$ cat src/rtl/prbm_ram.sv
// generic single-port-write ram with registered read
module prbm_ram #(
    parameter int WIDTH = 8,
    parameter int DEPTH = 16,
    parameter int AW    = (DEPTH > 1) ? $clog2(DEPTH) : 1
) (
    input  logic             aclk,
    input  logic             we,
    input  logic [AW-1:0]    waddr,
    input  logic [WIDTH-1:0] wdata,
    input  logic             re,
    input  logic [AW-1:0]    raddr,
    output logic [WIDTH-1:0] rdata
);
    logic [WIDTH-1:0] mem [DEPTH];
    logic [WIDTH-1:0] rdata_reg;

    always_ff @(posedge aclk) begin
        if (we) begin
            mem[waddr] <= wdata;
        end
        if (re) begin
            rdata_reg <= mem[raddr];
        end
    end

    assign rdata = rdata_reg;
endmodule

$ cat config.mk
export PLATFORM = sky130hd
export DESIGN_NAME = prbm_ram
export DESIGN_NICKNAME = d
export VERILOG_FILES = /design/src/rtl/prbm_ram.sv
export SDC_FILE = /design/constraint.sdc
export NUM_CORES = 1
export LEC_CHECK = 0
export CORE_MARGIN = 2
export CORE_UTILIZATION = 35
export DETAILED_ROUTE_END_ITERATION = 6
export DONT_BUFFER_PORTS = 1
export SYNTH_ARGS = -nofsm -noshare
export SYNTH_HDL_FRONTEND = slang
export SYNTH_SLANG_ARGS = --single-unit
$ cat constraint.sdc
create_clock -name aclk -period 2.1 [get_ports aclk]
set_input_delay 0.21 -clock aclk [delete_from_list [all_inputs] [get_ports aclk]]
set_output_delay 0.21 -clock aclk [all_outputs]
set_load 0.02 [all_outputs]
==> results of run 1 <==
## placed cells by master (no fill, tap or decap)
cell type / n
a22oi_1: 16
and2_1: 1
and2b_1: 1
buf_4: 19
bufinv_16: 6
clkbuf_1: 1
clkbuf_16: 17
clkinv_1: 2
clkinv_2: 2
clkinv_4: 1
clkinvlp_4: 3
diode_2: 2
dlygate4sd3_1: 9
edfxtp_1: 136
mux4_1: 14
mux4_2: 18
nand2_1: 9
nand2b_1: 2
nand3_1: 1
nand3b_1: 2
nor2_1: 13
nor2b_1: 1
nor3_1: 4
or3b_2: 1
## cell families (layout without fill, tap and decap cells)
group / count (synthesis) / after routing
compound gates: 16 / 16
buf+inv: 10 / 60
flops: 136 / 136
mux: 32 / 32
other cells: 0 / 2
simple gates: 35 / 35
## per-layer routing
metal	vias up	global-route usage, %	part of all wire [%]
met3	10	5.777	8.1
met5	-	0	0
met1	1244	19.99	46
met4	0	4.137	1.1
met2	85	19.83	45
li1	1058	-	-
## through the flow
step / worst slack [ns] / utilization [%] / power, mW / instances
6_report: 0.4977 / 42.96 / 6.615 / 465
4_1_cts: 0.4922 / 42.92 / 6.647 / 463
3_5_place_dp: 0.4983 / 37.80 / 3.328 / 422
2_1_floorplan: 0.3971 / - / 3.298 / 229
3_3_place_gp: 0.5558 / 37.80 / 3.323 / 422
5_1_grt: 0.3812 / 42.92 / 6.779 / 463
## worst max-delay path, delay by kind of cell (launching register included)
kind             cells  cell delay [ns]
AO/OA/AOI/OAI        1             0.36
multiplexers         1             0.53
AND/OR/NAND/NOR      1             0.10
flip-flops           1             0.36
## timing repair
item	4_1_cts	5_1_grt
setup endpoints to repair	0	0
gates resized for setup	0	0
hold buffers	9	0
hold endpoints to repair	136	0
## worst max-delay path by stage
stage / start / to / slack [ns] / cells after the start
after floorplan: waddr[2] / mem[0][0] / 0.40 / 2
after global placement: mem[1][3] / rdata[3] / 0.56 / 3
after detailed placement: mem[1][3] / rdata[3] / 0.50 / 3
after CTS: mem[1][3] / rdata[3] / 0.49 / 3
after global routing: mem[1][3] / rdata[3] / 0.38 / 3
final: mem[1][3] / rdata[3] / 0.50 / 3
## area by class of cell
cell class | instances | area (um^2) | area share, %
Sequential cell | 136 | 4084 | 65.16
Multi-Input combinational cell | 83 | 1057 | 16.87
Clock buffer | 18 | 429.2 | 6.848
Timing Repair Buffer | 28 | 232.7 | 3.713
Tap cell | 184 | 230.2 | 3.673
Clock inverter | 14 | 229.0 | 3.653
Antenna cell | 2 | 5.005 | 0.07986
## power groups by stage
stage / clock, mW / combinational (mW) / sequential [mW]
3_3_place_gp: 0 / 0.173 / 3.15
6_report: 3.29 / 0.225 / 3.10
5_1_grt: 3.43 / 0.244 / 3.10
4_1_cts: 3.32 / 0.227 / 3.10
3_5_place_dp: 0 / 0.174 / 3.15
2_1_floorplan: 0 / 0.154 / 3.14
==> results by group, run 1 <==
Run status
  – Outcome: complete, no violations

Drt
  – Vias: 2397
  – Initial DRC count: 324
  – Post-route ant nets: 0
  – DR WL/cell: 22.69 um
  – Routed WL: 10550 um
  – Drc violations: 0
  – First-pass DRT Iterations: 4
  – Routed vias/inst: 5.155

Logic synthesis
  – Prevailing post-synth register cell: edfxtp_1
  – Post-synth EDFFs: 136
  – Synth top area share: 78.12%
  – Synth area leader: edfxtp_1
  – FF+latch count, synth: 136
  – Adder-Cell Fraction of Synth Area: 0%
  – Post-synth ARST share: 0%
  – Synthesized area: 5228 um^2
  – Count leader, synth: edfxtp_1
  – Mean Syn Cell Area: 22.83 um^2
  – Simple-Gate Fraction of Synth Area: 3.135%
  – Seq/Total Area, Yosys: 78.12%
  – Top post-synthesis cells by area: edfxtp_1 (78%), mux4_2 (7.8%), mux4_1 (7.0%)
  – Most frequent cells after synthesis: edfxtp_1 (136), mux4_2 (18), a22oi_1 (16)
  – Syn Nets: 248
  – Post-Syn Instances: 229
  – Xor/xnor cell area share of the yosys netlist: 0%
  – Multiplexer area fraction after synthesis: 14.79%
  – Netlist cell types: 18
  – Compound-Gate Fraction of Synth Area: 2.298%
  – Largest family of logic cells by synthesized area: multiplexers
  – YS warnings: 0

Clock network
  – Buffer depth of the longest clock path: 2
  – H-tree depth: 4
  – Skew-Pair Late Insertion Delay: 0.41 ns
  – Sink Count: 136
  – Reg clk slew, reported paths: 0.06 ns
  – Post-CTS setup buffer count: 0
  – Root Buffer: clkbuf_16
  – CTS Buf Count: 17
  – CTS tree: done

Critical path
  – FF-to-FF Start: mem[1][3]
  – Max FO, Critical Path: 1
  – Worst setup SP type: register
  – Worst path slowest cell: mux4_1
  – Worst r2r path cells: 3
  – Reg2Reg Setup Slack: 0.50 ns
  – CP Class: register to register
  – Reg2reg end: rdata[3]
  – Crit-path cells: mux4_1 > a22oi_1 > nand2_1
  – Required time worst endpoint: 2.25 ns
  – CP arrival: 1.76 ns
  – Worst path max stage delay: 0.53 ns
  – CP Capture Type: register

Finish
  – Fillcell total: 1225
  – Fraction of layout cells with a size suffix above 1: 24.01%
  – Area Growth Syn to Fin: 19.89%
  – Post-layout nets: 285
  – Max FFs per register: 128
  – Final instance area: 6267 um^2

Power and ir drop
  – Sw Share: 18.67%
  – Sw Pwr: 1.235 mW
  – Flop pwr share: 46.8%
  – Leak Pwr: 2.056 nW
  – Comb pwr share: 3.4%
  – Worst vdd ir: 0.6309 mV
  – Pwr Density: 1055 nW/um^2
  – Internal power: 5.380 mW
  – Clock share of power: 49.8%

Place
  – GPL Wtd Cong: 0.7749
  – Port Buffers: 0
  – Placed cell area: 5514 um^2
  – HPWL after detailed placement: 6509 um

Worst hold path
  – Worst Hold Depth: 2
  – Hold path endpoint: mem[4][0]
  – Worst hold path class: input pin to register
  – Hold path startpoint: waddr[0]

Job
  – Max-cap viol count: 0

Floorplan
  – Die width: 126.2 um
  – Top-level port count: 27
  – Core area: 14590 um^2
  – DIE HEIGHT: 126.2 um
  – Row count: 44
  – Initial Util: 35.83%
  – DIE AREA: 15930 um^2

Timing
  – Max_slew headroom: 58.30%
  – Hold WS: 0.1538 ns
  – Skew final: 0.006378 ns
  – FMAX: 624.1 MHz
  – Slew Viols, Final: 0
  – Tmin final: 1.602 ns
  – Fin Setup TNS: 0 ns
  – Final setup fails: 0
  – RSZ-0062 raised after global routing: false
  – Final Hold Fails: 0
  – Worst Max-Slew Pin Slew: 0.6235 ns
  – Fin crit share: 76.30%

GRT
  – Initial antenna violation count: 2
  – Global route overflow: 0
  – Largest net degree at the start of global routing: 33
  – Total global routing track utilization: 14.02%
  – First-pass GRT wire length: 15900 um
  – Vias in the first global route: 2567
Note: power is estimated with default switching activity, not from simulation.
==> inputs of run 2 (changes only) <==
Settings changed: ABC_AREA set to 1.
Clock period 2.1 ns to 1.65 ns, I/O delays scaled along.
==> run 2 against run 1 <==
  * Maximum frequency grew 42%
  * First-iteration DRC count grew 37%
  * Wire length grew 25%
  * Cell area grew 8.8%
  * Sequential power grew 27%
  * Cell count grew 74%
  * Critical path depth grew 3
  * Register-to-register slack gained 0.03 ns
  * Total power grew 23%
==> results by group, run 2 <==
Run status
  – Outcome: complete, no violations (unchanged)

Finish
  – Fraction of layout cells with a size suffix above 1: 7.993% (was 24.01%)
  – Commonest non-fill, non-tap cell in the layout: nand2_1 (was edfxtp_1)
  – Post-layout nets: 595 (was 285)
  – Area Growth Syn to Fin: 16.67% (was 19.89%)
  – # diodes: 0 (was 2)
  – Final instance area: 6822 um^2 (was 6267 um^2)
  – Max FFs per register: 128 (unchanged)
  – Most frequent cells in the layout: nand2_1 (173), edfxtp_1 (136), inv_1 (100) (was edfxtp_1 (136), buf_4 (19), mux4_2 (18))

Floorplan
  – Row count: 47 (was 44)
  – Die width: 133.3 um (was 126.2 um)
  – DIE HEIGHT: 133.3 um (was 126.2 um)
  – Core area: 16470 um^2 (was 14590 um^2)
  – Initial Util: 35.51% (was 35.83%)
  – Top-level port count: 27 (unchanged)
  – DIE AREA: 17760 um^2 (was 15930 um^2)

Critical path
  – Max FO, Critical Path: 1 (unchanged)
  – Reg2reg end: rdata[4] (was rdata[3])
  – Reg2Reg Setup Slack: 0.52 ns (was 0.50 ns)
  – Worst setup SP type: register (unchanged)
  – CP Capture Type: register (unchanged)
  – FF-to-FF Start: mem[4][4] (was mem[1][3])
  – Required time worst endpoint: 1.80 ns (was 2.25 ns)
  – Worst r2r path cells: 6 (was 3)
  – CP arrival: 1.28 ns (was 1.76 ns)
  – CP Class: register to register (unchanged)

Drt
  – Vias: 3775 (was 2397)
  – Initial DRC count: 445 (was 324)
  – Routed vias/inst: 4.672 (was 5.155)
  – Post-route ant nets: 0 (unchanged)
  – Drc violations: 0 (unchanged)
  – DR WL/cell: 16.38 um (was 22.69 um)
  – Routed WL: 13230 um (was 10550 um)
  – First-pass DRT Iterations: 5 (was 4)

Clock network
  – Skew-Pair Late Insertion Delay: 0.42 ns (was 0.41 ns)
  – Root Buffer: clkbuf_16 (unchanged)
  – Reg clk slew, reported paths: 0.06 ns (about the same)
  – CTS tree: done (unchanged)
  – Sink Count: 136 (unchanged)
  – Buffer depth of the longest clock path: 2 (unchanged)
  – Post-CTS setup buffer count: 0 (unchanged)
  – CTS Buf Count: 17 (unchanged)
  – H-tree depth: 4 (unchanged)

Power and ir drop
  – Clock share of power: 47.0% (was 49.8%)
  – Internal power: 6.509 mW (was 5.380 mW)
  – Sw Share: 20.21% (was 18.67%)
  – Flop pwr share: 48.3% (was 46.8%)
  – Sw Pwr: 1.649 mW (was 1.235 mW)
  – Pwr Density: 1196 nW/um^2 (was 1055 nW/um^2)
  – Leak Pwr: 2.870 nW (was 2.056 nW)
  – Comb pwr share: 4.7% (was 3.4%)
  – Worst vdd ir: 0.7684 mV (was 0.6309 mV)

Timing
  – Final Hold Fails: 0 (unchanged)
  – Final setup fails: 0 (unchanged)
  – Slew Viols, Final: 0 (unchanged)
  – Fin Setup TNS: 0 ns (unchanged)
  – Skew final: 0.007086 ns (was 0.006378 ns)
  – FMAX: 888.2 MHz (was 624.1 MHz)
  – Setup ws final: 0.5241 ns (was 0.4977 ns)
  – Tmin final: 1.126 ns (was 1.602 ns)
  – Max_slew headroom: 50.86% (was 58.30%)
  – Fin crit share: 68.24% (was 76.30%)
  – Worst Max-Slew Pin Slew: 0.7347 ns (was 0.6235 ns)
  – RSZ-0062 raised after global routing: false (unchanged)

Logic synthesis
  – Prevailing post-synth register cell: edfxtp_1 (unchanged)
  – Post-Syn Instances: 551 (was 229)
  – Synth top area share: 69.85% (was 78.12%)
  – Synth area leader: edfxtp_1 (unchanged)
  – Netlist cell types: 11 (was 18)
  – Seq/Total Area, Yosys: 69.85% (was 78.12%)
  – Syn Nets: 570 (was 248)
  – Post-synth ARST share: 0% (unchanged)
  – FF+latch count, synth: 136 (unchanged)
  – Count leader, synth: nand2_1 (was edfxtp_1)
  – Mean Syn Cell Area: 10.61 um^2 (was 22.83 um^2)
  – Top post-synthesis cells by area: edfxtp_1 (70%), nand2_1 (11%), nand3_1 (8.3%) (was edfxtp_1 (78%), mux4_2 (7.8%), mux4_1 (7.0%))
  – Most frequent cells after synthesis: nand2_1 (173), edfxtp_1 (136), inv_1 (100) (was edfxtp_1 (136), mux4_2 (18), a22oi_1 (16))
  – YS warnings: 0 (unchanged)
  – Synthesized area: 5847 um^2 (was 5228 um^2)
  – Post-synth EDFFs: 136 (unchanged)

GRT
  – Largest net degree at the start of global routing: 66 (was 33)
  – Total global routing track utilization: 15.88% (was 14.02%)
  – Vias in the first global route: 3753 (was 2567)
  – Initial antenna violation count: 0 (was 2)
  – Global route overflow: 0 (unchanged)
  – First-pass GRT wire length: 20560 um (was 15900 um)

Place
  – GPL Wtd Cong: 0.8464 (was 0.7749)
  – Dpl ws: 0.3436 ns (was 0.4983 ns)
  – Port Buffers: 0 (unchanged)
  – HPWL after detailed placement: 8127 um (was 6509 um)
  – Placed cell area: 6131 um^2 (was 5514 um^2)

Worst hold path
  – Worst hold path class: input pin to register (unchanged)
  – Worst Hold Depth: 3 (was 2)
  – Hold path startpoint: raddr[2] (was waddr[0])
  – Hold path endpoint: rdata[3] (was mem[4][0])

Job
  – Max-cap viol count: 0 (unchanged)
[run 2: layout make-up]
class	count	area, um^2
inverter	102	382.9
timing repair buffer	30	275.3
fill	1569	9644
clock buffer	19	432.9
clock inverter	12	157.7
tap	220	275.3
sequential	136	4084
multi-input combinational	289	1214
[run 2: power groups by stage]
stage                     clock (mW)  sequential (mW)  combinational (mW)
final                           3.83             3.94               0.383
after floorplan                    0             4.00               0.273
after detailed placement           0             4.02               0.310
after CTS                       3.88             3.94               0.387
after global routing            4.01             3.95               0.434
after global placement             0             4.01               0.304
[run 2: kinds of logic (layout without fill, tap and decap cells)]
| group | after synthesis | in the layout | synth area share, % |
|---|---|---|---|
| and+or+nand+nor | 289 | 289 | 20.76 |
| DFF | 136 | 136 | 69.85 |
| buffers and inverters | 126 | 163 | 9.394 |
[run 2: timing repair]
| action | CTS | global route |
|---|---|---|
| gates resized for setup | 0 | 0 |
| hold endpoints to repair | 142 | 0 |
| hold buffers | 10 | 0 |
[run 2: worst max-delay path by stage]
stage	slack [ns]	from	to
final	0.52	mem[4][4]	rdata[4]
after CTS	0.52	rdata[1]	rdata[1]
after detailed placement	0.34	raddr[0]	rdata[5]
after global routing	0.42	mem[8][4]	rdata[4]
after global placement	0.38	raddr[0]	rdata[5]
after floorplan	0.53	waddr[2]	mem[10][0]
[run 2: worst max-delay path: stages (launching register included)]
cell and delay [ns]:
edfxtp_1 0.37, inv_1 0.06, nand2_1 0.05, nand3_1 0.07, nand3_1 0.09, nand3_1 0.11, nand2_1 0.11
[run 2: metrics by stage]
step	utilization, %	hold slack, ns	std cells	total power [mW]
2_1_floorplan	-	0.2639	551	4.276
3_3_place_gp	37.23	0.2646	767	4.319
3_5_place_dp	37.23	0.2649	767	4.325
4_1_cts	41.43	0.02023	808	8.213
5_1_grt	41.43	0.03505	808	8.397
6_report	41.43	0.04035	808	8.158
[run 2: routing by layer]
layer	global-route usage, %	routed length, um	vias up
met4	6.265	189	0
met3	4.300	1031	17
met2	25.23	6317	130
met5	0	0	-
met1	20.81	5693	1797
li1	-	-	1831
